--- config.mk ---
export PLATFORM = sky130hd
export DESIGN_NAME = source_text_tokenizer_core_flat
export DESIGN_NICKNAME = d
export VERILOG_FILES = /design/src/hw/rtl/stt_pkg.sv /design/src/hw/rtl/stt_stream_if.sv /design/src/hw/rtl/stt_lexer.sv /design/src/hw/rtl/stt_out_queue.sv /design/src/hw/rtl/source_text_tokenizer_core.sv /design/src/flat_wrapper.sv
export SDC_FILE = /design/constraint.sdc
export NUM_CORES = 2
export LEC_CHECK = 0
export ABC_CLOCK_PERIOD_IN_PS = 12900
export BUFFER_PORTS_ARGS = -buffer_cell sky130_fd_sc_hd__clkbuf_2
export CAP_MARGIN = 10
export CORE_MARGIN = 1.5
export CORE_UTILIZATION = 55
export DETAILED_ROUTE_END_ITERATION = 10
export PLACE_DENSITY = 0.7
export SKIP_CTS_REPAIR_TIMING = 1
export SYNTH_ARGS = -nofsm -noshare
export SYNTH_HDL_FRONTEND = slang
export SYNTH_SLANG_ARGS = --single-unit
export TNS_END_PERCENT = 20
--- constraint.sdc ---
create_clock -name clk -period 12.9 [get_ports clk]
set_input_delay 0 -clock clk [delete_from_list [all_inputs] [get_ports clk]]
set_output_delay 0 -clock clk [all_outputs]
set_load 0.005 [all_outputs]
--- src/hw/rtl/stt_pkg.sv ---
`timescale 1ns / 1ps
`default_nettype none
// ----------------------------------------------------------------------------
// stt_pkg: shared types and constants of the source text tokenizer
// Token kinds, error codes, field widths and the result record.
// ----------------------------------------------------------------------------
package stt_pkg;

  localparam int KeywordBytes = 8;
  localparam int LengthBits   = 16;
  localparam int LineBits     = 16;
  localparam int KindBits     = 6;
  localparam int ErrBits      = 3;
  localparam int OffsetBits   = 32;
  localparam int MaxResults   = 3;

  localparam logic [KindBits-1:0] K_ERROR = 6'd0, K_IDENT = 6'd1, K_AND = 6'd2,
    K_CLASS = 6'd3, K_CONTINUE = 6'd4, K_BREAK = 6'd5, K_ELSE = 6'd6, K_FUN = 6'd7,
    K_VAR = 6'd8, K_LAMBDA = 6'd9, K_FALSE = 6'd10, K_FOR = 6'd11, K_IF = 6'd12,
    K_USE = 6'd13, K_OR = 6'd14, K_PRINT = 6'd15, K_RETURN = 6'd16, K_THIS = 6'd17,
    K_TRUE = 6'd18, K_WHILE = 6'd19, K_NUMBER = 6'd20, K_STRING = 6'd21,
    K_EOF = 6'd22, K_LPAREN = 6'd23, K_RPAREN = 6'd24, K_LBRACE = 6'd25,
    K_RBRACE = 6'd26, K_LBRACK = 6'd27, K_RBRACK = 6'd28, K_SEMI = 6'd29,
    K_COMMA = 6'd30, K_DOT = 6'd31, K_SLASH = 6'd32, K_COLON = 6'd33,
    K_MOD = 6'd34, K_BAND = 6'd35, K_BOR = 6'd36, K_INC = 6'd37, K_PLUS = 6'd38,
    K_DEC = 6'd39, K_ARROW = 6'd40, K_MINUS = 6'd41, K_NE = 6'd42, K_BANG = 6'd43,
    K_POW = 6'd44, K_STAR = 6'd45, K_EQEQ = 6'd46, K_EQ = 6'd47, K_LE = 6'd48,
    K_LT = 6'd49, K_GE = 6'd50, K_GT = 6'd51;

  localparam logic [ErrBits-1:0] E_NONE = 3'd0, E_HEX = 3'd1, E_OCT = 3'd2,
    E_STRING = 3'd3, E_CHAR = 3'd4;

  localparam logic ACT_BYTE = 1'b0;
  localparam logic ACT_END  = 1'b1;

  typedef struct packed {
    logic [KindBits-1:0]   kind;
    logic [ErrBits-1:0]    error_code;
    logic [OffsetBits-1:0] start_offset;
    logic [LengthBits-1:0] lexeme_length;
    logic [LineBits-1:0]   line_number;
    logic                  last_of_run;
  } token_t;

  typedef struct packed {
    logic                  action;
    logic [7:0]            char_in;
  } src_t;

  typedef logic [KeywordBytes-1:0][7:0] kwbuf_t;

  // Fixed parallel keyword match; length above the buffer is never a keyword.
  function automatic logic [KindBits-1:0] keyword_kind(input kwbuf_t b,
                                                       input logic [LengthBits-1:0] n);
    logic [KindBits-1:0] k;
    k = K_IDENT;
    case (n)
      16'd2: begin
        if (b[0] == "i" && b[1] == "f") k = K_IF;
        if (b[0] == "o" && b[1] == "r") k = K_OR;
      end
      16'd3: begin
        if ({b[0], b[1], b[2]} == "and") k = K_AND;
        if ({b[0], b[1], b[2]} == "let") k = K_VAR;
        if ({b[0], b[1], b[2]} == "for") k = K_FOR;
        if ({b[0], b[1], b[2]} == "use") k = K_USE;
      end
      16'd4: begin
        if ({b[0], b[1], b[2], b[3]} == "else") k = K_ELSE;
        if ({b[0], b[1], b[2], b[3]} == "this") k = K_THIS;
        if ({b[0], b[1], b[2], b[3]} == "true") k = K_TRUE;
      end
      16'd5: begin
        if ({b[0], b[1], b[2], b[3], b[4]} == "class") k = K_CLASS;
        if ({b[0], b[1], b[2], b[3], b[4]} == "break") k = K_BREAK;
        if ({b[0], b[1], b[2], b[3], b[4]} == "false") k = K_FALSE;
        if ({b[0], b[1], b[2], b[3], b[4]} == "print") k = K_PRINT;
        if ({b[0], b[1], b[2], b[3], b[4]} == "while") k = K_WHILE;
      end
      16'd6: begin
        if ({b[0], b[1], b[2], b[3], b[4], b[5]} == "define") k = K_FUN;
        if ({b[0], b[1], b[2], b[3], b[4], b[5]} == "lambda") k = K_LAMBDA;
        if ({b[0], b[1], b[2], b[3], b[4], b[5]} == "return") k = K_RETURN;
      end
      16'd8: begin
        if ({b[0], b[1], b[2], b[3], b[4], b[5], b[6], b[7]} == "continue")
          k = K_CONTINUE;
      end
      default: k = K_IDENT;
    endcase
    return k;
  endfunction

endpackage
`default_nettype wire

--- src/hw/rtl/stt_stream_if.sv ---
`timescale 1ns / 1ps
`default_nettype none
// ----------------------------------------------------------------------------
// stt_stream_if: valid/ready channel
// Carries one payload of a given type per beat.
// ----------------------------------------------------------------------------
interface stt_stream_if #(parameter type payload_t = logic);
  logic     valid;
  logic     ready;
  payload_t data;
  modport source (output valid, output data, input ready);
  modport sink (input valid, input data, output ready);
endinterface
`default_nettype wire

--- src/hw/rtl/stt_lexer.sv ---
`timescale 1ns / 1ps
`default_nettype none
// ----------------------------------------------------------------------------
// stt_lexer: scan state and token recognition
// Consumes one byte per step and produces up to three tokens for it.
// ----------------------------------------------------------------------------
module stt_lexer (
  input  wire logic                clk,
  input  wire logic                rst,
  input  wire logic                step,
  input  wire stt_pkg::src_t       item,
  output stt_pkg::token_t [2:0]    toks,
  output logic [1:0]               tok_count
);

  typedef enum logic [4:0] {
    M_IDLE, M_IDENT, M_H_US, M_H_X, M_O_US, M_O_O, M_INT, M_DOT, M_FRAC,
    M_HEX1, M_HEXN, M_OCT1, M_OCTN, M_STRING, M_COMMENT, M_SLASH, M_OP
  } mode_t;

  localparam logic [stt_pkg::LengthBits-1:0] LenTop = '1;
  localparam logic [stt_pkg::LineBits-1:0]   LineTop = '1;

  mode_t                             scan_mode, scan_mode_next;
  logic [7:0]                        pending_char, pending_char_next;
  logic [7:0]                        quote_char, quote_char_next;
  stt_pkg::kwbuf_t                   keyword_buffer, keyword_buffer_next;
  logic [stt_pkg::OffsetBits-1:0]    token_start, token_start_next;
  logic [stt_pkg::LengthBits-1:0]    token_length, token_length_next;
  logic [stt_pkg::LineBits-1:0]      line_count, line_count_next;
  logic [stt_pkg::OffsetBits-1:0]    byte_offset, byte_offset_next;

  function automatic logic is_alpha(input logic [7:0] c);
    return (c >= "a" && c <= "z") || (c >= "A" && c <= "Z") || c == "_";
  endfunction
  function automatic logic is_digit(input logic [7:0] c);
    return c >= "0" && c <= "9";
  endfunction
  function automatic logic is_hex(input logic [7:0] c);
    return is_digit(c) || (c >= "a" && c <= "f") || (c >= "A" && c <= "F") || c == "_";
  endfunction
  function automatic logic is_oct(input logic [7:0] c);
    return (c >= "0" && c <= "7") || c == "_";
  endfunction
  function automatic logic [stt_pkg::LengthBits-1:0] sat_inc(
      input logic [stt_pkg::LengthBits-1:0] v);
    return (v == LenTop) ? v : v + 1'b1;
  endfunction
  function automatic logic [stt_pkg::KindBits-1:0] op_single(input logic [7:0] op);
    logic [stt_pkg::KindBits-1:0] k;
    case (op)
      "+":     k = stt_pkg::K_PLUS;
      "-":     k = stt_pkg::K_MINUS;
      "!":     k = stt_pkg::K_BANG;
      "*":     k = stt_pkg::K_STAR;
      "=":     k = stt_pkg::K_EQ;
      "<":     k = stt_pkg::K_LT;
      default: k = stt_pkg::K_GT;
    endcase
    return k;
  endfunction

  // Token kind of the open identifier.
  logic [stt_pkg::KindBits-1:0] ident_kind;
  assign ident_kind = (token_length > stt_pkg::LengthBits'(stt_pkg::KeywordBytes)) ?
                      stt_pkg::K_IDENT : stt_pkg::keyword_kind(keyword_buffer, token_length);

  // Number prefix modes fold through to the integer check; resolve that first.
  mode_t      num_mode;
  logic [7:0] c;
  assign c = item.char_in;

  always_comb begin
    num_mode = scan_mode;
    if (num_mode == M_H_US && !(c == "_" || c == "0" || c == "x" || c == "X"))
      num_mode = M_O_US;
    if (num_mode == M_H_X && !(c == "x" || c == "X")) num_mode = M_O_US;
    if (num_mode == M_O_US && !(c == "_" || c == "0" || c == "o" || c == "O"))
      num_mode = M_INT;
    if (num_mode == M_O_O && !(c == "o" || c == "O")) num_mode = M_INT;
  end

  // Build the tokens and next state for one beat.
  always_comb begin
    logic                         rescan;
    logic [stt_pkg::KindBits-1:0] k;
    logic [1:0]                   n;
    stt_pkg::token_t [2:0]        t;
    scan_mode_next      = scan_mode;
    pending_char_next   = pending_char;
    quote_char_next     = quote_char;
    keyword_buffer_next = keyword_buffer;
    token_start_next    = token_start;
    token_length_next   = token_length;
    line_count_next     = line_count;
    byte_offset_next    = byte_offset;
    rescan = 1'b0;
    k = stt_pkg::K_IDENT;
    n = 2'd0;
    t = '0;
    for (int i = 0; i < 3; i++) begin
      t[i].start_offset  = token_start;
      t[i].lexeme_length = token_length;
    end

    if (item.action == stt_pkg::ACT_END) begin
      case (scan_mode)
        M_IDENT: begin t[0].kind = ident_kind; n = 2'd1; end
        M_H_US, M_H_X, M_O_US, M_O_O, M_INT, M_FRAC, M_HEXN, M_OCTN: begin
          t[0].kind = stt_pkg::K_NUMBER; n = 2'd1;
        end
        M_DOT: begin
          t[0].kind = stt_pkg::K_NUMBER;
          t[1].kind = stt_pkg::K_DOT;
          t[1].start_offset = byte_offset - 1'b1;
          t[1].lexeme_length = 16'd1;
          n = 2'd2;
        end
        M_HEX1: begin t[0].error_code = stt_pkg::E_HEX; n = 2'd1; end
        M_OCT1: begin t[0].error_code = stt_pkg::E_OCT; n = 2'd1; end
        M_STRING: begin t[0].error_code = stt_pkg::E_STRING; n = 2'd1; end
        M_SLASH: begin
          t[0].kind = stt_pkg::K_SLASH; t[0].lexeme_length = 16'd1; n = 2'd1;
        end
        M_OP: begin
          t[0].kind = op_single(pending_char); t[0].lexeme_length = 16'd1; n = 2'd1;
        end
        default: n = 2'd0;
      endcase
      t[n].kind = stt_pkg::K_EOF;
      t[n].error_code = stt_pkg::E_NONE;
      t[n].start_offset = byte_offset;
      t[n].lexeme_length = '0;
      n = n + 2'd1;
      scan_mode_next      = M_IDLE;
      pending_char_next   = '0;
      quote_char_next     = '0;
      keyword_buffer_next = '0;
      token_start_next    = '0;
      token_length_next   = '0;
      line_count_next     = 16'd1;
      byte_offset_next    = '0;
    end else begin
      // Continue the open token.
      case (num_mode)
        M_IDLE: rescan = 1'b1;
        M_IDENT: begin
          if (is_alpha(c) || is_digit(c)) begin
            if (token_length < stt_pkg::LengthBits'(stt_pkg::KeywordBytes))
              keyword_buffer_next[token_length[2:0]] = c;
            token_length_next = sat_inc(token_length);
          end else begin
            t[0].kind = ident_kind; n = 2'd1;
            scan_mode_next = M_IDLE; rescan = 1'b1;
          end
        end
        M_H_US: begin
          token_length_next = sat_inc(token_length);
          if (c == "0") scan_mode_next = M_H_X;
          else if (c == "x" || c == "X") scan_mode_next = M_HEX1;
        end
        M_H_X: begin
          token_length_next = sat_inc(token_length); scan_mode_next = M_HEX1;
        end
        M_O_US: begin
          token_length_next = sat_inc(token_length);
          if (c == "0") scan_mode_next = M_O_O;
          else if (c == "o" || c == "O") scan_mode_next = M_OCT1;
          else scan_mode_next = M_O_US;
        end
        M_O_O: begin
          token_length_next = sat_inc(token_length); scan_mode_next = M_OCT1;
        end
        M_INT: begin
          if (is_digit(c)) begin
            token_length_next = sat_inc(token_length); scan_mode_next = M_INT;
          end else if (c == ".") begin
            pending_char_next = c; scan_mode_next = M_DOT;
          end else begin
            t[0].kind = stt_pkg::K_NUMBER; n = 2'd1;
            scan_mode_next = M_IDLE; rescan = 1'b1;
          end
        end
        M_DOT: begin
          if (is_digit(c)) begin
            token_length_next = sat_inc(sat_inc(token_length)); scan_mode_next = M_FRAC;
          end else begin
            t[0].kind = stt_pkg::K_NUMBER;
            t[1].kind = stt_pkg::K_DOT;
            t[1].start_offset = byte_offset - 1'b1;
            t[1].lexeme_length = 16'd1;
            n = 2'd2; scan_mode_next = M_IDLE; rescan = 1'b1;
          end
        end
        M_FRAC, M_HEXN, M_OCTN: begin
          if ((num_mode == M_FRAC && is_digit(c)) || (num_mode == M_HEXN && is_hex(c)) ||
              (num_mode == M_OCTN && is_oct(c))) begin
            token_length_next = sat_inc(token_length);
          end else begin
            t[0].kind = stt_pkg::K_NUMBER; n = 2'd1;
            scan_mode_next = M_IDLE; rescan = 1'b1;
          end
        end
        M_HEX1: begin
          if (is_hex(c)) begin
            token_length_next = sat_inc(token_length); scan_mode_next = M_HEXN;
          end else begin
            t[0].error_code = stt_pkg::E_HEX; n = 2'd1;
            scan_mode_next = M_IDLE; rescan = 1'b1;
          end
        end
        M_OCT1: begin
          if (is_oct(c)) begin
            token_length_next = sat_inc(token_length); scan_mode_next = M_OCTN;
          end else begin
            t[0].error_code = stt_pkg::E_OCT; n = 2'd1;
            scan_mode_next = M_IDLE; rescan = 1'b1;
          end
        end
        M_STRING: begin
          token_length_next = sat_inc(token_length);
          if (c == quote_char) begin
            t[0].kind = stt_pkg::K_STRING;
            t[0].lexeme_length = sat_inc(token_length);
            n = 2'd1; scan_mode_next = M_IDLE;
          end else if (c == "\n" && line_count != LineTop) begin
            line_count_next = line_count + 1'b1;
          end
        end
        M_COMMENT: begin
          if (c == "\n") begin scan_mode_next = M_IDLE; rescan = 1'b1; end
        end
        M_SLASH: begin
          if (c == "/") scan_mode_next = M_COMMENT;
          else begin
            t[0].kind = stt_pkg::K_SLASH; t[0].lexeme_length = 16'd1; n = 2'd1;
            scan_mode_next = M_IDLE; rescan = 1'b1;
          end
        end
        M_OP: begin
          scan_mode_next = M_IDLE;
          k = stt_pkg::K_ERROR;
          case (pending_char)
            "+": if (c == "+") k = stt_pkg::K_INC;
            "-": if (c == "-") k = stt_pkg::K_DEC; else if (c == ">") k = stt_pkg::K_ARROW;
            "!": if (c == "=") k = stt_pkg::K_NE;
            "*": if (c == "*") k = stt_pkg::K_POW;
            "=": if (c == "=") k = stt_pkg::K_EQEQ;
            "<": if (c == "=") k = stt_pkg::K_LE;
            default: if (c == "=") k = stt_pkg::K_GE;
          endcase
          n = 2'd1;
          if (k != stt_pkg::K_ERROR) begin
            t[0].kind = k; t[0].lexeme_length = 16'd2;
          end else begin
            t[0].kind = op_single(pending_char); t[0].lexeme_length = 16'd1;
            rescan = 1'b1;
          end
        end
        default: begin scan_mode_next = M_IDLE; rescan = 1'b1; end
      endcase

      // Start a fresh token on this byte.
      if (rescan) begin
        token_start_next  = byte_offset;
        token_length_next = 16'd1;
        k = stt_pkg::K_ERROR;
        if (c == " " || c == "\r" || c == "\t") begin
          k = stt_pkg::K_ERROR;
        end else if (c == "\n") begin
          if (line_count_next != LineTop) line_count_next = line_count_next + 1'b1;
        end else if (is_alpha(c)) begin
          keyword_buffer_next[0] = c; scan_mode_next = M_IDENT;
        end else if (is_digit(c)) begin
          scan_mode_next = M_H_US;
        end else begin
          case (c)
            "/": scan_mode_next = M_SLASH;
            "\"", "'": begin quote_char_next = c; scan_mode_next = M_STRING; end
            "+", "-", "!", "*", "=", "<", ">": begin
              pending_char_next = c; scan_mode_next = M_OP;
            end
            "(": k = stt_pkg::K_LPAREN;
            ")": k = stt_pkg::K_RPAREN;
            "{": k = stt_pkg::K_LBRACE;
            "}": k = stt_pkg::K_RBRACE;
            "[": k = stt_pkg::K_LBRACK;
            "]": k = stt_pkg::K_RBRACK;
            ";": k = stt_pkg::K_SEMI;
            ",": k = stt_pkg::K_COMMA;
            ".": k = stt_pkg::K_DOT;
            ":": k = stt_pkg::K_COLON;
            "%": k = stt_pkg::K_MOD;
            "&": k = stt_pkg::K_BAND;
            "|": k = stt_pkg::K_BOR;
            default: k = stt_pkg::K_ERROR;
          endcase
          if (!(c == "/" || c == "\"" || c == "'" || c == "+" || c == "-" || c == "!" ||
                c == "*" || c == "=" || c == "<" || c == ">")) begin
            t[n].kind = k;
            t[n].error_code = (k == stt_pkg::K_ERROR) ? stt_pkg::E_CHAR : stt_pkg::E_NONE;
            t[n].start_offset = byte_offset;
            t[n].lexeme_length = 16'd1;
            n = n + 2'd1;
          end
        end
      end
      byte_offset_next = byte_offset + 1'b1;
    end

    // Line number as seen at emission; string close never touches the count.
    for (int i = 0; i < 3; i++) begin
      t[i].line_number = line_count;
      t[i].last_of_run = (n == 2'(i + 1));
    end
    toks = t;
    tok_count = n;
  end

  // Hold scan state; advance on each accepted beat.
  always_ff @(posedge clk) begin
    if (rst) begin
      scan_mode      <= M_IDLE;
      pending_char   <= '0;
      quote_char     <= '0;
      keyword_buffer <= '0;
      token_start    <= '0;
      token_length   <= '0;
      line_count     <= 16'd1;
      byte_offset    <= '0;
    end else if (step) begin
      scan_mode      <= scan_mode_next;
      pending_char   <= pending_char_next;
      quote_char     <= quote_char_next;
      keyword_buffer <= keyword_buffer_next;
      token_start    <= token_start_next;
      token_length   <= token_length_next;
      line_count     <= line_count_next;
      byte_offset    <= byte_offset_next;
    end
  end

`ifndef SYNTH
  a_line_nonzero: assert property (@(posedge clk) disable iff (rst) line_count != '0)
    else $error("line count reached zero");
  a_end_resets: assert property (@(posedge clk) disable iff (rst)
    step && item.action == stt_pkg::ACT_END |=> byte_offset == '0 && scan_mode == M_IDLE)
    else $error("end beat did not reset scan state");
  a_end_emits: assert property (@(posedge clk) disable iff (rst)
    item.action == stt_pkg::ACT_END |-> tok_count != 2'd0)
    else $error("end beat without EOF");
`endif

endmodule
`default_nettype wire

--- src/hw/rtl/stt_out_queue.sv ---
`timescale 1ns / 1ps
`default_nettype none
// ----------------------------------------------------------------------------
// stt_out_queue: result buffer
// Holds up to eight tokens and drains them one per cycle while the receiver is ready.
// ----------------------------------------------------------------------------
module stt_out_queue (
  input  wire logic                  clk,
  input  wire logic                  rst,
  input  wire logic                  push,
  input  wire stt_pkg::token_t [2:0] toks,
  input  wire logic [1:0]            tok_count,
  output logic                       room,
  stt_stream_if.source               out
);

  localparam int Depth = 8;

  stt_pkg::token_t slots [Depth];
  logic [2:0] rd_ptr, wr_ptr;
  logic [3:0] fill, fill_next;
  logic       pop;

  assign pop       = out.valid && out.ready;
  assign out.valid = fill != '0;
  assign out.data  = slots[rd_ptr];
  // Room for a full beat of results even while draining slowly.
  assign room      = fill <= 4'(Depth - stt_pkg::MaxResults);
  assign fill_next = fill + (push ? {2'b00, tok_count} : 4'd0) - {3'b000, pop};

  // Write up to three results, advance pointers.
  always_ff @(posedge clk) begin
    if (rst) begin
      rd_ptr <= '0;
      wr_ptr <= '0;
      fill   <= '0;
    end else begin
      if (push) begin
        for (int i = 0; i < 3; i++) begin
          if (2'(i) < tok_count) slots[wr_ptr + 3'(i)] <= toks[i];
        end
        wr_ptr <= wr_ptr + {1'b0, tok_count};
      end
      if (pop) rd_ptr <= rd_ptr + 1'b1;
      fill <= fill_next;
    end
  end

`ifndef SYNTH
  a_no_overflow: assert property (@(posedge clk) disable iff (rst) fill <= 4'(Depth))
    else $error("result buffer overflow");
  a_ptr_track: assert property (@(posedge clk) disable iff (rst)
    3'(wr_ptr - rd_ptr) == fill[2:0])
    else $error("pointers disagree with fill");
  a_push_room: assert property (@(posedge clk) disable iff (rst) push |-> room)
    else $error("push without room");
`endif

endmodule
`default_nettype wire

--- src/hw/rtl/source_text_tokenizer_core.sv ---
`timescale 1ns / 1ps
`default_nettype none
// ----------------------------------------------------------------------------
// source_text_tokenizer_core: streaming source lexer
// Takes one source byte per beat and emits tokens through a result buffer.
// ----------------------------------------------------------------------------
// Throughput: one byte per cycle while the buffer has room; a beat may produce
//   up to three tokens, which drain one per cycle from an eight-entry buffer
//   while the receiver is ready, so the input stalls only when the buffer
//   holds more than five.
// Reset: synchronous rst clears scan state (line 1, offset 0) and empties buffer.
module source_text_tokenizer_core (
  input  wire logic     clk,
  input  wire logic     rst,
  stt_stream_if.sink    src,
  stt_stream_if.source  tok
);

  stt_pkg::token_t [2:0] toks;
  logic [1:0]            tok_count;
  logic                  room;
  logic                  step;

  assign src.ready = room;
  assign step      = src.valid && src.ready;

  // Scan the byte.
  stt_lexer u_lexer (
    .clk       (clk),
    .rst       (rst),
    .step      (step),
    .item      (src.data),
    .toks      (toks),
    .tok_count (tok_count)
  );

  // Queue results.
  stt_out_queue u_queue (
    .clk       (clk),
    .rst       (rst),
    .push      (step),
    .toks      (toks),
    .tok_count (tok_count),
    .room      (room),
    .out       (tok)
  );

endmodule
`default_nettype wire

--- src/flat_wrapper.sv ---
// flat-port wrapper written by rule: the top's interface ports become plain ports
module source_text_tokenizer_core_flat 
  (clk, rst, src_valid, src_data, src_ready, tok_valid, tok_data, tok_ready);
  stt_stream_if #(.payload_t(stt_pkg::src_t)) src_i ();
  stt_stream_if #(.payload_t(stt_pkg::token_t)) tok_i ();
  input  wire logic clk;
  input  wire logic rst;
  input wire logic [$bits(src_i.valid)-1:0] src_valid;
  input wire logic [$bits(src_i.data)-1:0] src_data;
  output wire logic [$bits(src_i.ready)-1:0] src_ready;
  output wire logic [$bits(tok_i.valid)-1:0] tok_valid;
  output wire logic [$bits(tok_i.data)-1:0] tok_data;
  input wire logic [$bits(tok_i.ready)-1:0] tok_ready;
  assign src_i.valid = src_valid;
  assign src_i.data = src_data;
  assign src_ready = src_i.ready;
  assign tok_valid = tok_i.valid;
  assign tok_data = tok_i.data;
  assign tok_i.ready = tok_ready;
  source_text_tokenizer_core u_core (.clk(clk), .rst(rst), .src(src_i), .tok(tok_i));
endmodule
==> run summary <==
Outcome: finished, violations left
Failing checks: hold timing, slew limit
Port buffer count: 88
Share of layout cells above drive strength 1: 13.9%
HP Class: in2reg
Vias in the first global route: 36602
GRT Max-Usage Layer: met2
Logic pwr share: 21.8%
Async SR Flop Fraction: 0%
R2R Path Start: u_core.u_lexer.scan_mode[1]
Critical path buffer and inverter count: 4
Crit path max fanout: 57
Sw Ratio: 29.0%
Fin crit share: 61.4%
Die extent in y: 292 µm
Net Count, Synth: 4735
Max-cap violation count: 0
Grt met2 use: 52.0%
CP max stage cell: buf_4
Grt ovf: 0
NetSw: 2.00 mW
Hold Crit Endpoint: u_core.u_lexer.keyword_buffer[44]
Critical path type: reg2reg
Met3 usage: 8.65%
Critical path required time: 13.17 ns
Die Wd: 292 µm
Commonest non-fill, non-tap cell in the layout: edfxtp_1
Worst path depth: 14
Total track usage: 34.9%
Grt met1 use: 49.2%
Power share of the sequential group: 42.3%
Pint: 4.91 mW
Yosys warnings: 0
P&R area growth vs syn: 8.52%
Synth Flop Type: edfxtp_1
Worst hold path depth: 3
VDD IR-drop max: 0.101 mV
Routed Wire Length: 152 mm
Clock buffer depth: 3
Final setup vio count: 0
Initial antenna violation count: 0
Delay-heaviest family, CP: simple AND/OR/NAND/NOR gates
# H-tree levels: 3
Clk_skew: 0.0278 ns
CTS root buffer: clkbuf_16
Startpoint Class: flip-flop
# rows: 105
Synth Register Bits: 786
Final WS setup: 4.98 ns
Number of clock sinks: 786
Pwr/cell area: 138 nW/µm²
CTS buffer count: 86
DP Cell Count: 5550
Slowest stage delay, CP: 0.87 ns
Vias/cell: 6.87
Clock power frac: 36.0%
Drt first pass iters: 9
Via count: 39296
Final ANT Viol Nets: 0
Mapped Area: 46000 µm²
Wire per inst: 26.5 µm
Number of distinct library cells after synthesis: 103
Syn avg cell area: 9.80 µm²
Reg clk slew, reported paths: 0.06 ns
Hold Violations, Final: 4
Gate Count Post-Synth: 4694
DP HPWL: 97.8 mm
Fmax: 0.126 GHz
Fin. max-slew vios: 8
Die ar.: 85400 µm²
Reg2reg setup slack: 4.98 ns
R2R Path End: u_core.u_queue.slots[2][29]
CP Capture Type: flip-flop
Ant. Diodes: 0
IO Count: 89
GPL Wtd Cong: 1.02
Core region area: 82500 µm²
Global-route wire length before repair: 228 mm
TNS Setup: 0 ns
Arrival time at the worst endpoint: 8.19 ns
Pre-CTS setup slack: 5.22 ns
Slew @ Worst Pin: 1.57 ns
Largest net degree at the start of global routing: 65
Hold_sp: src_data[4]
Final cell count without fillers: 5716
Worst R2R Path Depth: 14
Post-layout net count: 4616
Leakage power: 17.5 nW
Worst-Skew Late Latency: 0.66 ns
RSZ-0062 raised after global routing: no
Worst relative slew slack: -4.47%
Sequential share of the synthesized area: 47.1%
Fillers: 6808
Fin crit period: 7.92 ns
Most frequent cells in the layout: edfxtp_1, nor2_1, nand2_1
Initial Util: 55.8%
Worst-path cell chain: nor4bb_1 > and2_2 > buf_4 > inv_1 > nor2_1 > nor2_1 > and4_1 > nand3_1 > o2111a_1 > inv_2 > or3_4 > nand2_1 > o21bai_4 > buf_4
EDFF count, synth: 592
Starting DRT DRC Count: 5857
WHS: -0.0351 ns
DR DRC count: 0
CTS tree: built
[worst max-delay path by stage]
stage,startpoint,endpoint
after floorplan,u_core.u_lexer.scan_mode[2],u_core.u_queue.slots[0][0]
after global placement,u_core.u_lexer.scan_mode[1],u_core.u_queue.slots[2][15]
after detailed placement,u_core.u_lexer.scan_mode[1],u_core.u_queue.slots[2][14]
after CTS,u_core.u_lexer.scan_mode[1],u_core.u_queue.slots[2][3]
after global routing,u_core.u_lexer.scan_mode[1],u_core.u_queue.slots[2][29]
final,u_core.u_lexer.scan_mode[1],u_core.u_queue.slots[2][29]
[kinds of logic (layout without fill, tap and decap cells)]
group / count (synthesis) / after routing / synth area share (%)
and+or+nand+nor: 1680 / 1680 / 17.1
DFF: 786 / 786 / 47.1
muxes: 300 / 300 / 10.8
xor gates and xnor gates: 72 / 72 / 1.37
buffers and inverters: 454 / 406 / 4.17
adders and majority gates: 28 / 28 / 0.794
AOI/OAI and AO/OA: 1374 / 1374 / 18.7
[power groups by stage]
stage	Sequential [mW]	Combinational [mW]	Clock, mW
floorplan	2.93	1.04	0
global placement	2.97	1.47	0
detailed placement	2.97	1.48	0
CTS	2.92	1.49	2.50
global route	2.93	1.59	2.60
finish	2.92	1.50	2.49
[worst reg2reg max path, cell delays in order (launching register included)]
cell and delay, ns:
dfxtp_1 0.68, nor4bb_1 0.54, and2_2 0.22, buf_4 0.51, inv_1 0.51, nor2_1 0.35, nor2_1 0.19, and4_1 0.25
nand3_1 0.53, o2111a_1 0.55, inv_2 0.45, or3_4 0.77, nand2_1 0.54, o21bai_4 0.54, buf_4 0.88
[per-layer routing]
metal	vias up	share of wire, %
met4	0	3.9
met1	18800	40
met3	425	13
met5	-	0
met2	2545	43
li1	17526	-
[registers in the layout, indices dropped and copies added, names as in the netlist, named ones only]
| signal | cells |
|---|---|
| u_core.u_lexer.pending_char | 8 |
| u_core.u_queue.wr_ptr | 3 |
| u_core.u_lexer.quote_char | 8 |
| u_core.u_lexer.token_start | 32 |
| u_core.u_lexer.byte_offset | 32 |
| u_core.u_lexer.token_length | 16 |
| u_core.u_queue.rd_ptr | 3 |
| u_core.u_queue.slots | 592 |
| u_core.u_lexer.keyword_buffer | 64 |
| u_core.u_lexer.line_count | 16 |
| u_core.u_queue.fill | 4 |
| u_core.u_lexer.scan_mode | 5 |
[final cells by class]
type	instances	area, µm²	share of cell area, %
multi-input combinational	3454	22700	45.4
sequential	786	21700	43.4
clock buffer	110	2400	4.81
tap	1070	1340	2.68
timing repair buffer	190	1230	2.47
clock inverter	49	422	0.844
inverter	57	214	0.428
[synthesized netlist by cell type (9+ instances only)]
library cell	instances	area (µm²)
a22o_1	33	289
nand3b_1	9	67.6
xnor2_1	34	298
and2_1	31	194
nand2_1	551	2070
nor3_1	91	455
xor2_1	38	333
o21ai_0	287	1440
a221oi_1	9	78.8
nand4b_1	11	96.3
o31ai_1	17	128
edfxtp_1	592	17800
buf_4	12	90.1
buf_2	92	460
nand3_1	97	485
clkbuf_1	251	942
buf_1	35	131
nor3b_1	11	82.6
nand2b_1	34	213
mux2_2	82	923
and4_1	11	96.3
or3_1	47	294
nor2b_1	15	93.8
mux4_2	148	3330
o22ai_1	42	263
nor4_1	41	257
a32oi_1	14	123
nor2_1	553	2080
nand4_1	43	269
a21o_1	18	135
or4_1	17	128
a21oi_1	410	2050
o21ai_1	61	305
ha_1	26	325
mux2i_1	67	671
a22oi_1	65	488
o211ai_1	108	811
and3_1	45	282
a211oi_1	121	908
dfxtp_1	194	3880
inv_1	53	199
a31oi_1	60	375
or2_2	15	93.8
[through the flow]
step                      power [mW]  utilization [%]  instance area (µm²)  hold slack [ns]
after global placement          4.44             57.0                47000            0.368
after floorplan                 3.97                -                46000            0.250
final                           6.91             60.5                49900          -0.0351
after global routing            7.12             60.5                49900          0.00566
after detailed placement        4.46             57.0                47000            0.378
after CTS                       6.91             60.4                49900           -0.310
Power figures use the tool's default switching activity.
